--- src/hdl/slm_pkg.sv ---
// Shared types and command codes for the sorted list merge unit.
`timescale 1ns / 1ps

package slm_pkg;

    localparam int VALUE_W = 32;
    localparam int CMD_W   = 2;

    localparam logic [CMD_W-1:0] CMD_APPEND_A = 2'd0;
    localparam logic [CMD_W-1:0] CMD_APPEND_B = 2'd1;
    localparam logic [CMD_W-1:0] CMD_MERGE    = 2'd2;
    localparam logic [CMD_W-1:0] CMD_RESERVED = 2'd3;

    typedef struct packed {
        logic [CMD_W-1:0]          cmd;
        logic signed [VALUE_W-1:0] value;
    } slm_in_t;

    typedef struct packed {
        logic signed [VALUE_W-1:0] merged_value;
        logic                      last;
        logic                      overflow;
    } slm_out_t;

    // Queue entry passed from the front end to the back end.
    typedef struct packed {
        logic [CMD_W-1:0]   cmd;
        logic [VALUE_W-1:0] value;
    } slm_req_t;

endpackage

--- src/hdl/sorted_list_merge_unit.sv ---
// Top level of the sorted list merge unit: front end queue and merge back end.
`timescale 1ns / 1ps

// A request is taken at a rising edge with start high and busy low, and it waits
// in the queue until the back end is idle and takes it. Appends to list A or B
// retire at one per cycle while no merge runs. A merge occupies the back end from
// the cycle that takes it from the queue, through the priming state that reads both
// list heads through the registered read port of each list RAM, then one result per
// cycle; the first result is driven in the state that follows priming. A merge
// of two empty lists gives no result. Requests keep being taken into a queue of
// QUEUE_DEPTH entries while a merge runs, and busy rises only when that queue is
// full. Each result appears for exactly one cycle with strobe high and cannot be
// held off by the receiver. Unused command code 3 is accepted and discarded.
module sorted_list_merge_unit #(
    parameter int LIST_DEPTH  = 32,
    parameter int QUEUE_DEPTH = 4
) (
    input  logic              clk,
    input  logic              rst_n,
    input  logic              start,
    output logic              busy,
    input  slm_pkg::slm_in_t  request,
    output logic              strobe,
    output slm_pkg::slm_out_t result
);

    import slm_pkg::*;

    logic     q_valid;
    slm_req_t q_head;
    logic     pop;

    slm_front #(
        .QUEUE_DEPTH(QUEUE_DEPTH)
    ) u_front (
        .clk    (clk),
        .rst_n  (rst_n),
        .start  (start),
        .busy   (busy),
        .request(request),
        .q_valid(q_valid),
        .q_head (q_head),
        .pop    (pop)
    );

    slm_back #(
        .LIST_DEPTH(LIST_DEPTH)
    ) u_back (
        .clk    (clk),
        .rst_n  (rst_n),
        .q_valid(q_valid),
        .q_head (q_head),
        .pop    (pop),
        .strobe (strobe),
        .result (result)
    );

endmodule

--- src/hdl/slm_ram.sv ---
// Generic single write port RAM with one registered read port.
`timescale 1ns / 1ps

module slm_ram #(
    parameter int WIDTH = 32,
    parameter int DEPTH = 32,
    parameter int AW    = (DEPTH > 1) ? $clog2(DEPTH) : 1
) (
    input  logic             clk,
    input  logic             we,
    input  logic [AW-1:0]    waddr,
    input  logic [WIDTH-1:0] wdata,
    input  logic [AW-1:0]    raddr,
    output logic [WIDTH-1:0] rdata
);

    logic [WIDTH-1:0] mem_reg [DEPTH];
    logic [WIDTH-1:0] rdata_reg;

    always_ff @(posedge clk)
    begin
        if (we)
        begin
            mem_reg[waddr] <= wdata;
        end
        rdata_reg <= mem_reg[raddr];
    end

    assign rdata = rdata_reg;

endmodule

--- src/hdl/slm_front.sv ---
// Front end: accepts requests, drops the unused command code, queues the rest.
`timescale 1ns / 1ps

module slm_front #(
    parameter int QUEUE_DEPTH = 4
) (
    input  logic              clk,
    input  logic              rst_n,
    input  logic              start,
    output logic              busy,
    input  slm_pkg::slm_in_t  request,
    output logic              q_valid,
    output slm_pkg::slm_req_t q_head,
    input  logic              pop
);

    import slm_pkg::*;

    localparam int QAW = (QUEUE_DEPTH > 1) ? $clog2(QUEUE_DEPTH) : 1;
    localparam int QCW = $clog2(QUEUE_DEPTH + 1);

    slm_req_t       q_mem_reg [QUEUE_DEPTH];
    logic [QAW-1:0] wptr_reg, wptr_next;
    logic [QAW-1:0] rptr_reg, rptr_next;
    logic [QCW-1:0] count_reg, count_next;
    logic           accept;
    logic           push;
    slm_req_t       entry;

    assign busy    = (count_reg == QCW'(QUEUE_DEPTH));
    assign accept  = start && !busy;
    assign push    = accept && (request.cmd != CMD_RESERVED);
    assign q_valid = (count_reg != '0);
    assign q_head  = q_mem_reg[rptr_reg];

    always_comb
    begin
        entry.cmd   = request.cmd;
        entry.value = request.value;
    end

    always_comb
    begin
        wptr_next  = wptr_reg;
        rptr_next  = rptr_reg;
        count_next = count_reg;
        if (push)
        begin
            wptr_next = (wptr_reg == QAW'(QUEUE_DEPTH - 1)) ? '0 : wptr_reg + 1'b1;
        end
        if (pop)
        begin
            rptr_next = (rptr_reg == QAW'(QUEUE_DEPTH - 1)) ? '0 : rptr_reg + 1'b1;
        end
        if (push && !pop)
        begin
            count_next = count_reg + 1'b1;
        end
        else if (pop && !push)
        begin
            count_next = count_reg - 1'b1;
        end
    end

    always_ff @(posedge clk or negedge rst_n)
    begin
        if (!rst_n)
        begin
            wptr_reg  <= '0;
            rptr_reg  <= '0;
            count_reg <= '0;
        end
        else
        begin
            wptr_reg  <= wptr_next;
            rptr_reg  <= rptr_next;
            count_reg <= count_next;
        end
    end

    always_ff @(posedge clk)
    begin
        if (push)
        begin
            q_mem_reg[wptr_reg] <= entry;
        end
    end

endmodule

--- src/hdl/slm_back.sv ---
// Back end: stores appended values in two list RAMs and runs the merge.
`timescale 1ns / 1ps

module slm_back #(
    parameter int LIST_DEPTH = 32
) (
    input  logic              clk,
    input  logic              rst_n,
    input  logic              q_valid,
    input  slm_pkg::slm_req_t q_head,
    output logic              pop,
    output logic              strobe,
    output slm_pkg::slm_out_t result
);

    import slm_pkg::*;

    localparam int AW = (LIST_DEPTH > 1) ? $clog2(LIST_DEPTH) : 1;
    localparam int CW = $clog2(LIST_DEPTH + 1);

    localparam logic [1:0] ST_IDLE  = 2'd0;
    localparam logic [1:0] ST_PRIME = 2'd1;
    localparam logic [1:0] ST_EMIT  = 2'd2;

    logic [1:0]         state_reg, state_next;
    logic [CW-1:0]      cnt_a_reg, cnt_a_next;
    logic [CW-1:0]      cnt_b_reg, cnt_b_next;
    logic [CW-1:0]      ia_reg, ia_next;
    logic [CW-1:0]      ib_reg, ib_next;
    logic               flag_reg, flag_next;
    logic               we_a, we_b;
    logic [AW-1:0]      raddr_a, raddr_b;
    logic [VALUE_W-1:0] rd_a, rd_b;
    logic               take_a;
    logic               is_last;
    logic [CW-1:0]      ia_inc, ib_inc;

    assign pop    = (state_reg == ST_IDLE) && q_valid;
    assign we_a   = pop && (q_head.cmd == CMD_APPEND_A) && (cnt_a_reg != CW'(LIST_DEPTH));
    assign we_b   = pop && (q_head.cmd == CMD_APPEND_B) && (cnt_b_reg != CW'(LIST_DEPTH));
    assign ia_inc = ia_reg + 1'b1;
    assign ib_inc = ib_reg + 1'b1;

    // A wins ties so equal values leave in list A before list B.
    assign take_a = (ia_reg < cnt_a_reg)
                 && ((ib_reg >= cnt_b_reg) || ($signed(rd_a) <= $signed(rd_b)));
    assign is_last = take_a ? ((ia_inc == cnt_a_reg) && (ib_reg == cnt_b_reg))
                            : ((ib_inc == cnt_b_reg) && (ia_reg == cnt_a_reg));

    // The side that advances reads its next entry; the other side re-reads its head.
    assign raddr_a = ((state_reg == ST_EMIT) && take_a)  ? ia_inc[AW-1:0] : ia_reg[AW-1:0];
    assign raddr_b = ((state_reg == ST_EMIT) && !take_a) ? ib_inc[AW-1:0] : ib_reg[AW-1:0];

    assign strobe              = (state_reg == ST_EMIT);
    assign result.merged_value = take_a ? rd_a : rd_b;
    assign result.last         = is_last;
    assign result.overflow     = flag_reg;

    slm_ram #(
        .WIDTH(VALUE_W),
        .DEPTH(LIST_DEPTH),
        .AW   (AW)
    ) u_ram_a (
        .clk  (clk),
        .we   (we_a),
        .waddr(cnt_a_reg[AW-1:0]),
        .wdata(q_head.value),
        .raddr(raddr_a),
        .rdata(rd_a)
    );

    slm_ram #(
        .WIDTH(VALUE_W),
        .DEPTH(LIST_DEPTH),
        .AW   (AW)
    ) u_ram_b (
        .clk  (clk),
        .we   (we_b),
        .waddr(cnt_b_reg[AW-1:0]),
        .wdata(q_head.value),
        .raddr(raddr_b),
        .rdata(rd_b)
    );

    always_comb
    begin
        state_next = state_reg;
        cnt_a_next = cnt_a_reg;
        cnt_b_next = cnt_b_reg;
        ia_next    = ia_reg;
        ib_next    = ib_reg;
        flag_next  = flag_reg;
        unique case (state_reg)
            ST_IDLE:
            begin
                if (pop)
                begin
                    case (q_head.cmd)
                        CMD_APPEND_A:
                        begin
                            if (we_a)
                            begin
                                cnt_a_next = cnt_a_reg + 1'b1;
                            end
                            else
                            begin
                                flag_next = 1'b1;
                            end
                        end
                        CMD_APPEND_B:
                        begin
                            if (we_b)
                            begin
                                cnt_b_next = cnt_b_reg + 1'b1;
                            end
                            else
                            begin
                                flag_next = 1'b1;
                            end
                        end
                        CMD_MERGE:
                        begin
                            ia_next    = '0;
                            ib_next    = '0;
                            state_next = ST_PRIME;
                        end
                        default:
                        begin
                        end
                    endcase
                end
            end
            ST_PRIME:
            begin
                // Both heads are being read this cycle.
                if ((cnt_a_reg == '0) && (cnt_b_reg == '0))
                begin
                    flag_next  = 1'b0;
                    state_next = ST_IDLE;
                end
                else
                begin
                    state_next = ST_EMIT;
                end
            end
            ST_EMIT:
            begin
                if (take_a)
                begin
                    ia_next = ia_inc;
                end
                else
                begin
                    ib_next = ib_inc;
                end
                if (is_last)
                begin
                    cnt_a_next = '0;
                    cnt_b_next = '0;
                    ia_next    = '0;
                    ib_next    = '0;
                    flag_next  = 1'b0;
                    state_next = ST_IDLE;
                end
            end
            default:
            begin
                state_next = ST_IDLE;
            end
        endcase
    end

    always_ff @(posedge clk or negedge rst_n)
    begin
        if (!rst_n)
        begin
            state_reg <= ST_IDLE;
            cnt_a_reg <= '0;
            cnt_b_reg <= '0;
            ia_reg    <= '0;
            ib_reg    <= '0;
            flag_reg  <= 1'b0;
        end
        else
        begin
            state_reg <= state_next;
            cnt_a_reg <= cnt_a_next;
            cnt_b_reg <= cnt_b_next;
            ia_reg    <= ia_next;
            ib_reg    <= ib_next;
            flag_reg  <= flag_next;
        end
    end

    a_emit_has_data: assert property (@(posedge clk) disable iff (!rst_n)
        strobe |-> ((ia_reg < cnt_a_reg) || (ib_reg < cnt_b_reg)))
        else $error("merge emitted with both lists drained");

    a_run_continues: assert property (@(posedge clk) disable iff (!rst_n)
        (strobe && !result.last) |=> strobe)
        else $error("merge run broke off before its last element");

    a_last_clears: assert property (@(posedge clk) disable iff (!rst_n)
        (strobe && result.last) |=> ((cnt_a_reg == '0) && (cnt_b_reg == '0) && !flag_reg))
        else $error("lists not cleared after the last merged element");

    a_pop_idle_only: assert property (@(posedge clk) disable iff (!rst_n)
        (state_reg != ST_IDLE) |-> !pop)
        else $error("request taken from the queue during a merge");

endmodule

--- config.mk ---
export PLATFORM = sky130hd
export DESIGN_NAME = sorted_list_merge_unit
export DESIGN_NICKNAME = d
export VERILOG_FILES = /design/src/hdl/slm_pkg.sv /design/src/hdl/sorted_list_merge_unit.sv /design/src/hdl/slm_ram.sv /design/src/hdl/slm_front.sv /design/src/hdl/slm_back.sv
export SDC_FILE = /design/constraint.sdc
export NUM_CORES = 2
export LEC_CHECK = 0
export ABC_AREA = 1
export BUFFER_PORTS_ARGS = -buffer_cell sky130_fd_sc_hd__buf_4
export CAP_MARGIN = 40
export CORE_MARGIN = 5
export CORE_UTILIZATION = 32
export DETAILED_ROUTE_END_ITERATION = 6
export HOLD_SLACK_MARGIN = 0.12
export SLEW_MARGIN = 20
export SYNTH_ARGS = -nofsm -noshare
export SYNTH_HDL_FRONTEND = slang
export SYNTH_SLANG_ARGS = --single-unit
--- constraint.sdc ---
create_clock -name clk -period 6.2 [get_ports clk]
set_input_delay 0.93 -clock clk [delete_from_list [all_inputs] [get_ports clk]]
set_output_delay 0.93 -clock clk [all_outputs]
set_load 0.01 [all_outputs]
==> results by group <==
GRT
  – Total global-route track usage: 0.162
  – Vias in the first global route: 62818
  – Grt total ovfl: 0
  – Largest net degree at the start of global routing: 107
  – Met1 Usage GRT: 0.217
  – Met3 global-route usage: 0.0192
  – GR peak layer: met2
  – First-pass GRT wire length: 402000 um
  – Initial antenna violation count: 8
  – Met2 Track Usage GR: 0.276

Critical path
  – CP Data Required Time: 5.27 ns
  – Crit start category: register
  – CP peak stage delay: 0.59 ns
  – Critical path type: register to output pin
  – Crit path arrival time: 4.46 ns
  – Peak fanout along the critical path: 31
  – Slowest library cell on the worst path: dfrtp_1
  – Element type at the critical path end: output pin
  – Most used cell, CP: buf_4
  – CP cell instances: inv_1 > ha_1 > nand4_1 > o2111ai_1 > buf_4 > nor2_1 > nand3_2 > nand2_4 > inv_2 > buf_4 > o21ai_0 > buf_4 > buf_4

Yosys
  – Synth cell count leaders: nand2_1, edfxtp_1, inv_1
  – Warnings, synthesis: 0
  – Main combinational cell family by area after synthesis: simple AND/OR/NAND/NOR gates
  – Cell count after synthesis: 9733
  – Adder-Cell Fraction of Synth Area: 0.00822
  – Syn Nets: 9835
  – Post-synthesis mux area share: 0
  – Distinct cells, synth: 45
  – Simple-gate area share of the yosys netlist: 0.198
  – Post-synthesis xor/xnor area fraction: 0.00140
  – Sequential cell area fraction in the yosys report: 0.678
  – Top-count cell post-synth: nand2_1
  – EDFF count, synth: 2184
  – Flops & latches, synth: 2282
  – Area leader, netlist: edfxtp_1
  – Async set-reset flop share out of synthesis: 0.0149
  – Top post-synthesis cells by area: edfxtp_1, nand3_1, nand2_1, inv_1, buf_2
  – Synth top area share: 0.657
  – Synth Flop Type: edfxtp_1
  – Post-Synthesis Cell Area: 99900 um^2
  – Synth Area in Compound Gates: 0.0115
  – Mapped Avg Cell Area: 10.3 um^2

Routing
  – Routed len/inst: 19.1 um
  – Via count: 66615
  – Antenna Violating Nets Remaining: 0
  – Vias per cell: 4.71
  – DR DRC count: 0
  – Total wire length: 270000 um
  – First DRT Iteration DRCs: 6528
  – Drt first pass iters: 6

Finish
  – Area Overhead vs Synth: 14.6%
  – Layout cell share with drive strength beyond 1: 0.0781
  – Utilization after layout: 0.368
  – Non-Filler Instances: 14148
  – Design area: 115000 um^2
  – Final #Nets: 9913

Clock network
  – Clock Path Buffers: 3
  – Htree depth: 4
  – # Post-CTS Setup Buffers: 0
  – Hold buffer count at CTS: 1
  – Clk_lat worst skew: 0.86 ns
  – Root Buffer: clkbuf_16
  – CTS clk-pin slew, worst paths: 0.07 ns
  – CTS tree: yes
  – TritonCTS Buffers: 224
  – Post-CTS sizing: 0
  – CTS Sinks: 2282

Hold path
  – Worst min path class: primary input to register

Timing
  – Achievable Freq: 185 MHz
  – Final setup violation count: 0
  – Final setup skew: 0.0534 ns
  – Final Hold Vio Count: 0
  – RSZ-0062 raised after global routing: false
  – Max-slew violation count: 0
  – Slew HR: 0.394
  – Setup tns final: 0 ns
  – Worst Max-Slew Pin Slew: 0.910 ns
  – Tmin final: 5.39 ns
  – Fin crit share: 0.870

Power
  – Sw Share: 0.411
  – Clock Power Share: 0.222
  – Combinational share of power: 0.422
  – Net Sw Power: 0.0245 W
  – P_leak: 47.8 nW
  – Peak supply drop: 406 uV
  – Total internal power: 0.0351 W
  – Pwr Density: 520 nW/um^2
  – Sequential share of power: 0.355

Floorplanning
  – Die Width: 569 um
  – Site row count: 205
  – Total core area: 311000 um^2
  – Die Ht: 569 um
  – I/O pin cnt: 73
  – Starting density of the core: 0.321
  – Die area: 323000 um^2

Place
  – Placed cell count: 13720
  – Number of I/O port buffers: 72
  – DP HPWL: 153000 um
  – RePlAce Congestion: 0.803
  – Placed cell area: 107000 um^2

Flow run
  – MaxCap Viol Count: 0

Outcome
  – Outcome: finished clean
==> cells by family after synthesis <==
family          after synthesis
buf+inv                    2588
xor+xnor                     16
simple gates               4573
flops                      2282
compound gates              209
fa+ha+maj                    65
==> worst max-delay path, delay by kind of cell (launching register included) <==
kind                     cells  cell delay (ns)
flip-flops                   1             0.59
AND/OR/NAND/NOR              4             0.59
AO/OA/AOI/OAI                2             0.32
buffers and inverters        6             1.64
adder cells (fa/ha/maj)      1             0.41
==> final cells by class <==
class	instances	area, um^2
multi-input combinational	4863	23000
clock buffer	306	6140
antenna	1	2.50
clock inverter	116	955
tap	4140	5180
fill	30204	197000
sequential	2282	67700
inverter	2100	7890
timing repair buffer	340	3600
==> through the flow <==
stage	hold slack [ns]	worst slack, ns	power, W
after floorplan	0.454	1.61	0.0365
after global placement	0.483	1.01	0.0464
after detailed placement	0.498	1.37	0.0466
after CTS	0.201	0.672	0.0598
after global routing	0.226	0.469	0.0629
final	0.275	0.806	0.0595
==> metal layers <==
layer,share of wire,up-vias
met2,0.48,2252
met5,0.000037,-
met1,0.43,32225
met4,0.030,2
met3,0.064,443
li1,-,31693
==> path summary, 6_finish.rpt <==
path | start | end | slack, ns | cells after the start
worst max-delay path | u_back.ib_reg[0] | result[21] | 0.81 | 13
worst min-delay path | request[14] | u_front.q_mem_reg[3][14] | 0.27 | 1
worst max register to register | u_back.ib_reg[0] | u_back.u_ram_b.rdata[27] | 1.32 | 18
worst min register to register | u_back.flag_reg | u_back.flag_reg | 0.50 | 2
max in group asynchronous | rst_n | u_front.rptr_reg[0] | 5.09 | 2
min in group asynchronous | rst_n | u_back.flag_reg | 0.65 | 2
==> power groups by stage <==
stage | clock [W] | sequential, W | combinational [W]
2_1_floorplan | 0 | 0.0214 | 0.0150
4_1_cts | 0.0134 | 0.0211 | 0.0252
5_1_grt | 0.0141 | 0.0212 | 0.0277
3_3_place_gp | 0 | 0.0215 | 0.0249
3_5_place_dp | 0 | 0.0215 | 0.0251
6_report | 0.0132 | 0.0211 | 0.0251
==> layout by cell type, fill, tap and decap left out, types with 3 or more instances in the layout <==
master,instances
nand2_1,2351
edfxtp_1,2184
inv_1,2091
nand3_1,2018
buf_4,256
clkbuf_16,225
o21ai_0,117
nor2_1,97
buf_12,74
nor2_4,65
ha_1,64
dfxtp_1,64
clkbuf_1,60
clkinv_1,53
dfrtp_1,33
clkinv_2,32
o22ai_4,32
a21oi_1,30
clkbuf_8,21
xor2_1,14
nand4_1,12
o21ai_4,10
bufinv_16,10
inv_6,8
o22ai_1,8
clkinvlp_4,6
nor3_1,5
inv_2,5
buf_16,5
nand2_4,4
nor4_1,4
inv_16,4
nand3_2,3
nor3_2,3
clkinv_8,3
buf_8,3
Power figures use the tool's default switching activity.
